$ cat config.mk
export PLATFORM = sky130hd
export DESIGN_NAME = md5_message_padder
export DESIGN_NICKNAME = d
export VERILOG_FILES = /design/src/md5p_pkg.sv /design/src/md5p_front.sv /design/src/md5p_queue.sv /design/src/md5p_back.sv /design/src/md5_message_padder.sv
export SDC_FILE = /design/constraint.sdc
export NUM_CORES = 1
export LEC_CHECK = 0
export BUFFER_PORTS_ARGS = -buffer_cell sky130_fd_sc_hd__clkbuf_2
export CAP_MARGIN = 20
export CORE_MARGIN = 3
export CORE_UTILIZATION = 61
export DETAILED_ROUTE_END_ITERATION = 16
export PLACE_DENSITY = 0.78
export SLEW_MARGIN = 20
export SYNTH_ARGS = -nofsm -noshare
export SYNTH_HDL_FRONTEND = slang
export SYNTH_HIERARCHICAL = 1
export SYNTH_SLANG_ARGS = --single-unit
$ cat constraint.sdc
create_clock -name clk -period 74.6 [get_ports clk]
set_clock_uncertainty 0.1 [all_clocks]
set_input_delay 14.92 -clock clk [delete_from_list [all_inputs] [get_ports clk]]
set_output_delay 14.92 -clock clk [all_outputs]
set_load 0.01 [all_outputs]
$ cat src/md5p_pkg.sv
// Shared types and constants for the MD5 message padder.
`timescale 1ns / 1ps

package md5p_pkg;

    localparam int unsigned MD5P_QUEUE_DEPTH = 2;
    localparam logic [7:0]  MD5P_PAD_MARK    = 8'h80;
    localparam logic [63:0] MD5P_BYTE_BITS   = 64'd8;
    localparam logic [2:0]  MD5P_LAST_LANE   = 3'd7;
    localparam logic [2:0]  MD5P_LEN_WORD    = 3'd7;

    typedef struct packed {
        logic        has_data;
        logic [63:0] data_word;
        logic        data_blk;
        logic        has_pad;
        logic [63:0] pad_word;
        logic [2:0]  pad_idx;
        logic [63:0] len;
    } md5p_cmd_t;

    typedef struct packed {
        logic empty;
        logic full;
    } md5p_qstat_t;

    typedef enum logic [2:0] {
        BK_IDLE,
        BK_DATA,
        BK_PAD,
        BK_ZERO,
        BK_LEN
    } md5p_back_state_t;

endpackage

$ cat src/md5p_front.sv
// Front end: packs message bytes into words and queues word and padding commands.
`timescale 1ns / 1ps

module md5p_front
(
    input  logic                 clk,
    input  logic                 rst_n,
    input  logic                 in_valid,
    output logic                 in_ready,
    input  logic [7:0]           data_byte,
    input  logic                 byte_valid,
    input  logic                 last,
    input  md5p_pkg::md5p_qstat_t qstat,
    output logic                 push,
    output md5p_pkg::md5p_cmd_t  push_cmd
);

    logic [63:0] bit_count_reg;
    logic [63:0] bit_count_next;
    logic [55:0] partial_reg;
    logic [55:0] partial_next;

    logic        accept;
    logic [2:0]  lane;
    logic [63:0] cur_word;
    logic        word_done;
    logic [63:0] cnt_after;
    logic [55:0] part_after;

    assign in_ready  = !qstat.full;
    assign accept    = in_valid && in_ready;
    assign lane      = bit_count_reg[5:3];
    assign cur_word  = {8'h00, partial_reg} | ({56'd0, data_byte} << {lane, 3'b000});
    assign word_done = byte_valid && (lane == md5p_pkg::MD5P_LAST_LANE);
    assign cnt_after = byte_valid ? bit_count_reg + md5p_pkg::MD5P_BYTE_BITS : bit_count_reg;

    always_comb
    begin
        if (word_done)
        begin
            part_after = 56'd0;
        end
        else if (byte_valid)
        begin
            part_after = cur_word[55:0];
        end
        else
        begin
            part_after = partial_reg;
        end
    end

    always_comb
    begin
        push_cmd.has_data  = word_done;
        push_cmd.data_word = cur_word;
        push_cmd.data_blk  = (bit_count_reg[8:3] == 6'd63);
        push_cmd.has_pad   = last;
        push_cmd.pad_word  = {8'h00, part_after}
                           | ({56'd0, md5p_pkg::MD5P_PAD_MARK} << {cnt_after[5:3], 3'b000});
        push_cmd.pad_idx   = cnt_after[8:6];
        push_cmd.len       = cnt_after;
    end

    assign push = accept && (word_done || last);

    always_comb
    begin
        bit_count_next = bit_count_reg;
        partial_next   = partial_reg;
        if (accept)
        begin
            if (last)
            begin
                bit_count_next = 64'd0;
                partial_next   = 56'd0;
            end
            else
            begin
                bit_count_next = cnt_after;
                partial_next   = part_after;
            end
        end
    end

    always_ff @(posedge clk or negedge rst_n)
    begin
        if (!rst_n)
        begin
            bit_count_reg <= 64'd0;
            partial_reg   <= 56'd0;
        end
        else
        begin
            bit_count_reg <= bit_count_next;
            partial_reg   <= partial_next;
        end
    end

endmodule

$ cat src/md5p_queue.sv
// Small command queue between the front end and the word sequencer.
`timescale 1ns / 1ps

module md5p_queue
#(
    parameter int unsigned DEPTH = md5p_pkg::MD5P_QUEUE_DEPTH
)
(
    input  logic                  clk,
    input  logic                  rst_n,
    input  logic                  push,
    input  md5p_pkg::md5p_cmd_t   push_cmd,
    input  logic                  pop,
    output md5p_pkg::md5p_cmd_t   pop_cmd,
    output md5p_pkg::md5p_qstat_t qstat
);

    localparam int unsigned PTR_W = (DEPTH > 1) ? $clog2(DEPTH) : 1;
    localparam int unsigned CNT_W = $clog2(DEPTH + 1);

    md5p_pkg::md5p_cmd_t entry_reg [DEPTH];

    logic [PTR_W-1:0] wr_ptr_reg;
    logic [PTR_W-1:0] wr_ptr_next;
    logic [PTR_W-1:0] rd_ptr_reg;
    logic [PTR_W-1:0] rd_ptr_next;
    logic [CNT_W-1:0] count_reg;
    logic [CNT_W-1:0] count_next;
    logic             do_push;
    logic             do_pop;

    assign qstat.empty = (count_reg == CNT_W'(0));
    assign qstat.full  = (count_reg == CNT_W'(DEPTH));
    assign do_push     = push && !qstat.full;
    assign do_pop      = pop && !qstat.empty;
    assign pop_cmd     = entry_reg[rd_ptr_reg];

    always_comb
    begin
        wr_ptr_next = wr_ptr_reg;
        rd_ptr_next = rd_ptr_reg;
        count_next  = count_reg;
        if (do_push)
        begin
            wr_ptr_next = (wr_ptr_reg == PTR_W'(DEPTH - 1)) ? PTR_W'(0) : wr_ptr_reg + PTR_W'(1);
        end
        if (do_pop)
        begin
            rd_ptr_next = (rd_ptr_reg == PTR_W'(DEPTH - 1)) ? PTR_W'(0) : rd_ptr_reg + PTR_W'(1);
        end
        if (do_push && !do_pop)
        begin
            count_next = count_reg + CNT_W'(1);
        end
        else if (do_pop && !do_push)
        begin
            count_next = count_reg - CNT_W'(1);
        end
    end

    always_ff @(posedge clk)
    begin
        if (do_push)
        begin
            entry_reg[wr_ptr_reg] <= push_cmd;
        end
    end

    always_ff @(posedge clk or negedge rst_n)
    begin
        if (!rst_n)
        begin
            wr_ptr_reg <= '0;
            rd_ptr_reg <= '0;
            count_reg  <= '0;
        end
        else
        begin
            wr_ptr_reg <= wr_ptr_next;
            rd_ptr_reg <= rd_ptr_next;
            count_reg  <= count_next;
        end
    end

endmodule

$ cat src/md5p_back.sv
// Word sequencer: issues data words and padding words into the output register.
`timescale 1ns / 1ps

module md5p_back
(
    input  logic                  clk,
    input  logic                  rst_n,
    input  md5p_pkg::md5p_qstat_t qstat,
    input  md5p_pkg::md5p_cmd_t   pop_cmd,
    output logic                  pop,
    output logic                  out_valid,
    input  logic                  out_ready,
    output logic [63:0]           padded_word,
    output logic                  block_end,
    output logic                  message_end
);

    md5p_pkg::md5p_back_state_t state_reg;
    md5p_pkg::md5p_back_state_t state_next;
    md5p_pkg::md5p_cmd_t        cmd_reg;
    logic [2:0]                 idx_reg;
    logic [2:0]                 idx_next;

    logic        out_valid_reg;
    logic [63:0] word_reg;
    logic        blk_reg;
    logic        msg_reg;

    logic        slot_free;
    logic        load;
    logic [63:0] load_word;
    logic        load_blk;
    logic        load_msg;

    assign slot_free = !out_valid_reg || out_ready;
    assign pop       = (state_reg == md5p_pkg::BK_IDLE) && !qstat.empty;

    always_comb
    begin
        state_next = state_reg;
        unique case (state_reg)
            md5p_pkg::BK_IDLE:
            begin
                if (!qstat.empty)
                begin
                    state_next = pop_cmd.has_data ? md5p_pkg::BK_DATA : md5p_pkg::BK_PAD;
                end
            end
            md5p_pkg::BK_DATA:
            begin
                if (slot_free)
                begin
                    state_next = cmd_reg.has_pad ? md5p_pkg::BK_PAD : md5p_pkg::BK_IDLE;
                end
            end
            md5p_pkg::BK_PAD,
            md5p_pkg::BK_ZERO:
            begin
                if (slot_free)
                begin
                    state_next = (idx_next == md5p_pkg::MD5P_LEN_WORD)
                               ? md5p_pkg::BK_LEN : md5p_pkg::BK_ZERO;
                end
            end
            md5p_pkg::BK_LEN:
            begin
                if (slot_free)
                begin
                    state_next = md5p_pkg::BK_IDLE;
                end
            end
            default:
            begin
                state_next = md5p_pkg::BK_IDLE;
            end
        endcase
    end

    always_comb
    begin
        load      = 1'b0;
        load_word = 64'd0;
        load_blk  = 1'b0;
        load_msg  = 1'b0;
        idx_next  = idx_reg + 3'd1;
        unique case (state_reg)
            md5p_pkg::BK_IDLE:
            begin
                idx_next = pop_cmd.pad_idx;
            end
            md5p_pkg::BK_DATA:
            begin
                load      = slot_free;
                load_word = cmd_reg.data_word;
                load_blk  = cmd_reg.data_blk;
                idx_next  = idx_reg;
            end
            md5p_pkg::BK_PAD:
            begin
                load      = slot_free;
                load_word = cmd_reg.pad_word;
                load_blk  = (idx_reg == md5p_pkg::MD5P_LEN_WORD);
            end
            md5p_pkg::BK_ZERO:
            begin
                load = slot_free;
            end
            md5p_pkg::BK_LEN:
            begin
                load      = slot_free;
                load_word = cmd_reg.len;
                load_blk  = 1'b1;
                load_msg  = 1'b1;
            end
            default:
            begin
                load = 1'b0;
            end
        endcase
    end

    always_ff @(posedge clk)
    begin
        if (pop)
        begin
            cmd_reg <= pop_cmd;
        end
        if (load)
        begin
            word_reg <= load_word;
            blk_reg  <= load_blk;
            msg_reg  <= load_msg;
        end
    end

    always_ff @(posedge clk or negedge rst_n)
    begin
        if (!rst_n)
        begin
            state_reg     <= md5p_pkg::BK_IDLE;
            idx_reg       <= 3'd0;
            out_valid_reg <= 1'b0;
        end
        else
        begin
            state_reg <= state_next;
            if (pop || load)
            begin
                idx_reg <= idx_next;
            end
            if (load)
            begin
                out_valid_reg <= 1'b1;
            end
            else if (out_ready)
            begin
                out_valid_reg <= 1'b0;
            end
        end
    end

    assign out_valid   = out_valid_reg;
    assign padded_word = word_reg;
    assign block_end   = blk_reg;
    assign message_end = msg_reg;

    a_msg_closes_block: assert property (@(posedge clk) disable iff (!rst_n)
        out_valid_reg && msg_reg |-> blk_reg)
        else $error("message end word does not close a block");

    a_len_load_shows: assert property (@(posedge clk) disable iff (!rst_n)
        load && (state_reg == md5p_pkg::BK_LEN) |=> out_valid_reg && msg_reg)
        else $error("length word not presented");

    a_zero_not_last: assert property (@(posedge clk) disable iff (!rst_n)
        load && (state_reg == md5p_pkg::BK_ZERO) |-> idx_reg != md5p_pkg::MD5P_LEN_WORD)
        else $error("zero fill word in length slot");

    a_pop_only_idle: assert property (@(posedge clk) disable iff (!rst_n)
        pop |=> (state_reg == md5p_pkg::BK_DATA) || (state_reg == md5p_pkg::BK_PAD))
        else $error("command taken without starting work");

endmodule

$ cat src/md5_message_padder.sv
// Top level of the streaming MD5 message padder.
//
//  channel | signals                                   | direction
//  --------+-------------------------------------------+----------
//  in      | in_valid, in_ready, data_byte, byte_valid, last | sink
//  out     | out_valid, out_ready, padded_word, block_end, message_end | source
//
// Bytes are taken one beat per cycle while the command queue has room.
// The sequencer handles each completed word as a fetch and then an issue; the end of
// a message is a fetch followed by the padding words (2 to 9), one word at a time.
// Reset clears the byte count, partial word, queue and sequencer state.
// Output backpressure holds the output register, fills the queue, then drops in_ready.
`timescale 1ns / 1ps

module md5_message_padder
#(
    parameter int unsigned QUEUE_DEPTH = md5p_pkg::MD5P_QUEUE_DEPTH
)
(
    input  logic        clk,
    input  logic        rst_n,
    input  logic        in_valid,
    output logic        in_ready,
    input  logic [7:0]  data_byte,
    input  logic        byte_valid,
    input  logic        last,
    output logic        out_valid,
    input  logic        out_ready,
    output logic [63:0] padded_word,
    output logic        block_end,
    output logic        message_end
);

    md5p_pkg::md5p_qstat_t qstat;
    md5p_pkg::md5p_cmd_t   push_cmd;
    md5p_pkg::md5p_cmd_t   pop_cmd;
    logic                  push;
    logic                  pop;

    md5p_front u_front
    (
        .clk        (clk),
        .rst_n      (rst_n),
        .in_valid   (in_valid),
        .in_ready   (in_ready),
        .data_byte  (data_byte),
        .byte_valid (byte_valid),
        .last       (last),
        .qstat      (qstat),
        .push       (push),
        .push_cmd   (push_cmd)
    );

    md5p_queue
    #(
        .DEPTH (QUEUE_DEPTH)
    )
    u_queue
    (
        .clk      (clk),
        .rst_n    (rst_n),
        .push     (push),
        .push_cmd (push_cmd),
        .pop      (pop),
        .pop_cmd  (pop_cmd),
        .qstat    (qstat)
    );

    md5p_back u_back
    (
        .clk         (clk),
        .rst_n       (rst_n),
        .qstat       (qstat),
        .pop_cmd     (pop_cmd),
        .pop         (pop),
        .out_valid   (out_valid),
        .out_ready   (out_ready),
        .padded_word (padded_word),
        .block_end   (block_end),
        .message_end (message_end)
    );

endmodule
Yosys cells after proc, flatten, opt, wreduce, memory -nomap -nowiden
Memories as Yosys holds them, arrays and structs flattened.
Cells that the tools add are included.

storage, ports and cells
  logic and storage cells = 89
  RAM bits = 396
  input bits = 14
  memories kept = 1
  output and inout port bits = 68
  register bits = 391

cells by class
  eq/ne operators = 13
  $add $sub $neg = 6
  reductions and logical operators = 23
  shift-type cells = 2
  bitwise operators = 2
  multiplexer cells = 26

memories
  memory             words  width  read ports  clocked after Yosys merged registers in  wr ports  line              RTL
  u_queue.entry_reg  2      198    1           0                                        1         md5p_queue.sv:21  md5p_pkg::md5p_cmd_t entry_reg [DEPTH];

operator list
  kind                                                    count
  case mux 64 bit (3 select lines)                        1
  2-to-1 mux 56 bit                                       3
  2-to-1 mux 64 bit                                       2
  bitwise OR 56 x 64 -> 64 bit                            2
  adder 64 x 4 -> 64 bit (second input constant)          1
  left shift 8 x 6 -> 64 bit                              1
  left shift 8 x 6 -> 64 bit (first input constant)       1
  2-to-1 mux 3 bit                                        5
  equality test 3 bit (second input constant)             4
  case mux 3 bit (4 select lines)                         1
  logical AND 1 bit                                       8
  2-to-1 mux 1 bit                                        8
  2-to-1 mux 2 bit                                        4
  equality test 3 x 2 -> 1 bit (second input constant)    2
  equality test 6 bit (second input constant)             1
  inequality test 2 x 1 -> 1 bit (second input constant)  3
  case mux 3 bit (2 select lines)                         1
  logical NOT 1 bit                                       5
  AND reduction 4 bit                                     1
  nonzero test 2 bit                                      2
  OR reduction 4 bit                                      1
  adder 3 x 1 -> 3 bit (second input constant)            1
  equality test 3 x 1 -> 1 bit (second input constant)    1
  logical NOT 3 bit                                       1
  other kinds (9)                                         12

Depth between registers and ports, before layout
  depth in word-level cells = 9
  mapped depth = 13
  mapped depth without buffers = 12

Cells and area by module
The synthesis kept the hierarchy.

by module, submodules not included
  module      cells each  sequential area each (um^2)  area an instance (um^2)  instances
  md5p_queue  635         11991.5                      14890.5                  1
  md5p_back   542         7982.7                       9519.1                   1
  md5p_front  884         2927.8                       7805.0                   1

Least setup slack after synthesis
OpenSTA, ideal clock, no wires.

  kind = input port to flip-flop
  start = input in_valid
  end = memory u_queue/entry_reg[0][0] (netlist bit), enable pin
  stages on the path = 7
  path buffers = 3
  required time = 73741 ps
  slack = 49727 ps
  setup time = 759 ps
  arrival time = 24014 ps
  cells stage by stage = nand2b_1 -> clkbuf_1 -> clkbuf_1 -> buf_1 -> nor2_1 -> nand2_1 -> nor2_1

between the ends
  cells in the longest elaborated chain, start to end = 5

ends and longest elaborated chain
  what                                    line                      RTL
  from (decl)                             md5_message_padder.sv:22  input logic in_valid,
  logical AND 1 bit                       md5p_front.sv:31          assign accept = in_valid && in_ready;
  logical AND 1 bit                       md5p_front.sv:65          assign push = accept && (word_done || last);
  via push                                md5_message_padder.sv:37  logic push;
  logical AND 1 bit                       md5p_queue.sv:34          assign do_push = push && !qstat.full;
  2-to-1 mux 1 bit                        md5p_queue.sv:63          if (do_push)
  2-to-1 mux 1 bit (not written as such)  md5p_queue.sv:65          entry_reg[wr_ptr_reg] <= push_cmd;
  to (decl)                               md5p_queue.sv:21

The timed path passes the listed nets, and every way through them passes these cells.

Worst setup path after layout
  start = input last
  end = memory u_queue/entry_reg[1][109] (netlist bit), enable pin

between the ends
  cells in the longest elaborated chain, start to end = 5

ends and longest elaborated chain
  what                                    line                      RTL
  from (decl)                             md5_message_padder.sv:26  input logic last,
  logical OR 1 bit                        md5p_front.sv:65
  logical AND 1 bit                       md5p_front.sv:65
  via push                                md5_message_padder.sv:37
  logical AND 1 bit                       md5p_queue.sv:34
  2-to-1 mux 1 bit                        md5p_queue.sv:63
  2-to-1 mux 1 bit (not written as such)  md5p_queue.sv:65

The timed path passes the listed nets, and every way through them passes these cells.

==> results.md <==
* Leakage at 13.7 nW
* Die height at 236 microns
* Top_reg_cell synth: edfxtp_1
* CTS tree: yes
* Register area at 0.0229 sq mm
* Clock sink count at 784
* CP delay by family, top: buffers and inverters
* Fill count at 3263
* Final ANT Viol Nets at 0
* Largest net degree at the start of global routing at 80
* Power per cell area at 36.7 mW/mm^2
* EDFF count, synth at 656
* Wire per inst at 25.0 microns
* Worst vdd ir at 0.0000266 V
* Min Tclk post-route at 18.49 ns
* Buf/Inv on CP at 4
* Via count of the first global-routing pass at 18335
* Max reg flops at 396
* GR Overflow Total at 0
* Slew margin rel. at 22.8%
* 1st-iter DRT viols at 2059
* Reg2reg start: u_queue/count_reg[0]
* CP max-delay cell: buf_4
* Final worst-path cycle share at 24.8%
* Die area at 0.0556 sq mm
* Final design utilization at 68.7%
* Routed WL at 71400 microns
* Clk slew on worst S/H paths at 0.06 ns
* Row count at 83
* CP Data Arrival Time at 18.59 ns
* Clock Root Buffer: clkbuf_16
* Critical path class: in2reg
* Post-Synthesis Cells at 2061
* Slew @ Worst Pin at 1.15 ns
* RSZ-0062 raised after global routing: no
* Setup TNS at 0 ns
* Post-CTS Setup Bufs at 0
* Port Buf Inserts at 81
* CP cell instances: clkbuf_2, buf_4, nor2_1, nor2_1, and3_4, buf_4, buf_4
* Width of the die at 236 microns
* Drt first pass iters at 6
* H-tree depth at 3
* CP Launch Type: input port
* Worst Setup SP: last
* Most common cell on crit path: buf_4
* Cts hold-fix bufs at 0
* Synthesized cell area at 0.0322 sq mm
* Startpoint of the worst hold path: u_back/cmd_reg[67]
* DRC at 0
* Maximum clock rate at 0.0541 GHz
* PostCTS Resize Cnt at 0
* Initial antenna violation count at 4
* First-pass GRT wire length at 109000 microns
* Syn avg cell area at 15.6 sq um
* Synth-to-layout area growth at 10.5%
* Slowest stage delay, CP at 0.95 ns
* IO Count at 82
* Worst-Skew Late Latency at 0.61 ns
* Netlist cell types at 63
* CORE AREA at 0.0518 sq mm
* Final setup viols at 0
* Clock tree buffer depth at 3
* Pwr Total at 1.31 mW
* FF+latch count, synth at 784
* Total CTS buffers at 76
* Status: finished clean
* Via Count at 18411
* Crit Path Max Fanout at 74
* Synth async-reset ratio at 16.3%
* CP endpoint kind: flip-flop
* DP HPWL at 41400 microns
* Final hold viol count at 0
* Nets at 2133
* Via density at 6.44
* Max-slew violations at 0
* Worst min path class: reg2reg
* Multi-input gate area at 0.00855 sq mm
* GP Congestion at 0.856
* Total track usage at 25.5%
* Initial core utilization at 62.2%
* Max Cap Violations at 0
* Post-synthesis sequential area ratio at 71.1%
* Layout cells sized above 1 at 22.5%
* Yosys warning count at 6
* CP required at 74.71 ns
[layout make-up]
type | instances | area share [%]
antenna | 2 | 0.0141
tap | 680 | 2.39
clock buffer | 106 | 6.09
sequential | 784 | 64.3
clock inverter | 33 | 0.973
timing repair buffer | 118 | 1.97
inverter | 21 | 0.221
multi-input combinational | 1113 | 24.0
[worst reg2reg max path: stages (launching register included)]
cell      delay (ns)
dfrtp_1         0.43
nand2b_1        0.22
inv_1           0.18
nand2b_4        0.44
nor2_1          0.27
and3_4          0.78
buf_4           0.89
buf_4           1.04
[cells in the final DEF, fill, tap and decap left out, types with 21 or more instances in the layout]
master	Yosys	routed
a21o_1	34	34
a21oi_1	26	26
a22o_1	53	53
a22oi_1	65	65
a31o_2	24	24
buf_4	20	36
clkbuf_16	0	79
clkbuf_2	2	80
dfrtp_1	128	125
edfxtp_1	656	656
mux2_2	100	100
mux2_4	100	100
nand2_1	143	142
nand3_1	49	49
nand4_1	21	21
nor2_1	67	62
o211a_1	50	50
o21ai_0	80	80
o21ai_1	25	25
o31ai_1	23	23
xnor2_1	41	41
xor2_1	24	24
[synth_stat cells (34+ instances only)]
cell type    n  area, sq um
nor2_1      67          251
nand3_1     49          245
edfxtp_1   656        19700
o21ai_0     80          400
xnor2_1     41          359
o211a_1     50          500
a22o_1      53          464
a21o_1      34          255
mux2_2     100         1130
clkbuf_1    75          282
dfrtp_1    128         3200
a22oi_1     65          488
nand2_1    143          537
mux2_4     100         1500
[per-stage QoR]
step | std cells | setup WS, ns | area, sq um | hold WS, ns
2_1_floorplan | 2070 | 49.73 | 32200 | 0.361
3_3_place_gp | 2715 | 55.64 | 33100 | 0.393
3_5_place_dp | 2716 | 55.58 | 33100 | 0.407
4_1_cts | 2855 | 56.20 | 35600 | 0.421
5_1_grt | 2855 | 55.92 | 35600 | 0.445
6_report | 2857 | 56.11 | 35600 | 0.423
[per-layer routing]
metal | global-route usage [%] | vias to the layer above | wire, microns
met5 | 0 | - | 14
li1 | - | 8033 | -
met1 | 35.6 | 9236 | 28400
met4 | 9.38 | 2 | 2230
met2 | 40.4 | 985 | 34100
met3 | 5.26 | 155 | 6540
[power breakdown]
part	internal, mW	switching, mW	total, mW
Clock	0.227	0.156	0.384
Sequential	0.579	0.0310	0.610
Combinational	0.115	0.199	0.314
Total	0.921	0.386	1.31
[worst paths after layout]
kind	end	slack (ns)	depth (start not counted)
max	u_queue/entry_reg[1][109]	56.11	7
min	u_back/padded_word[0]	0.42	2
max reg2reg	u_queue/entry_reg[1][109]	69.80	7
min reg2reg	u_back/padded_word[0]	0.42	2
max in group asynchronous	u_queue/rd_ptr_reg	58.62	2
min in group asynchronous	u_front/partial_reg[27]	14.19	1
[cell families (layout without fill, tap and decap cells)]
group | after synthesis | after routing | synth area share [%]
flip-flops | 784 | 784 | 71.1
AO/OA/AOI/OAI | 432 | 432 | 9.78
AND/OR/NAND/NOR | 392 | 392 | 5.98
multiplexers | 209 | 209 | 8.44
buffers and inverters | 173 | 278 | 2.75
XOR/XNOR | 65 | 65 | 1.77
adder cells (fa/ha/maj) | 5 | 5 | 0.194
other | 1 | 12 | 0.0116
Note: power is estimated with default switching activity, not from simulation.
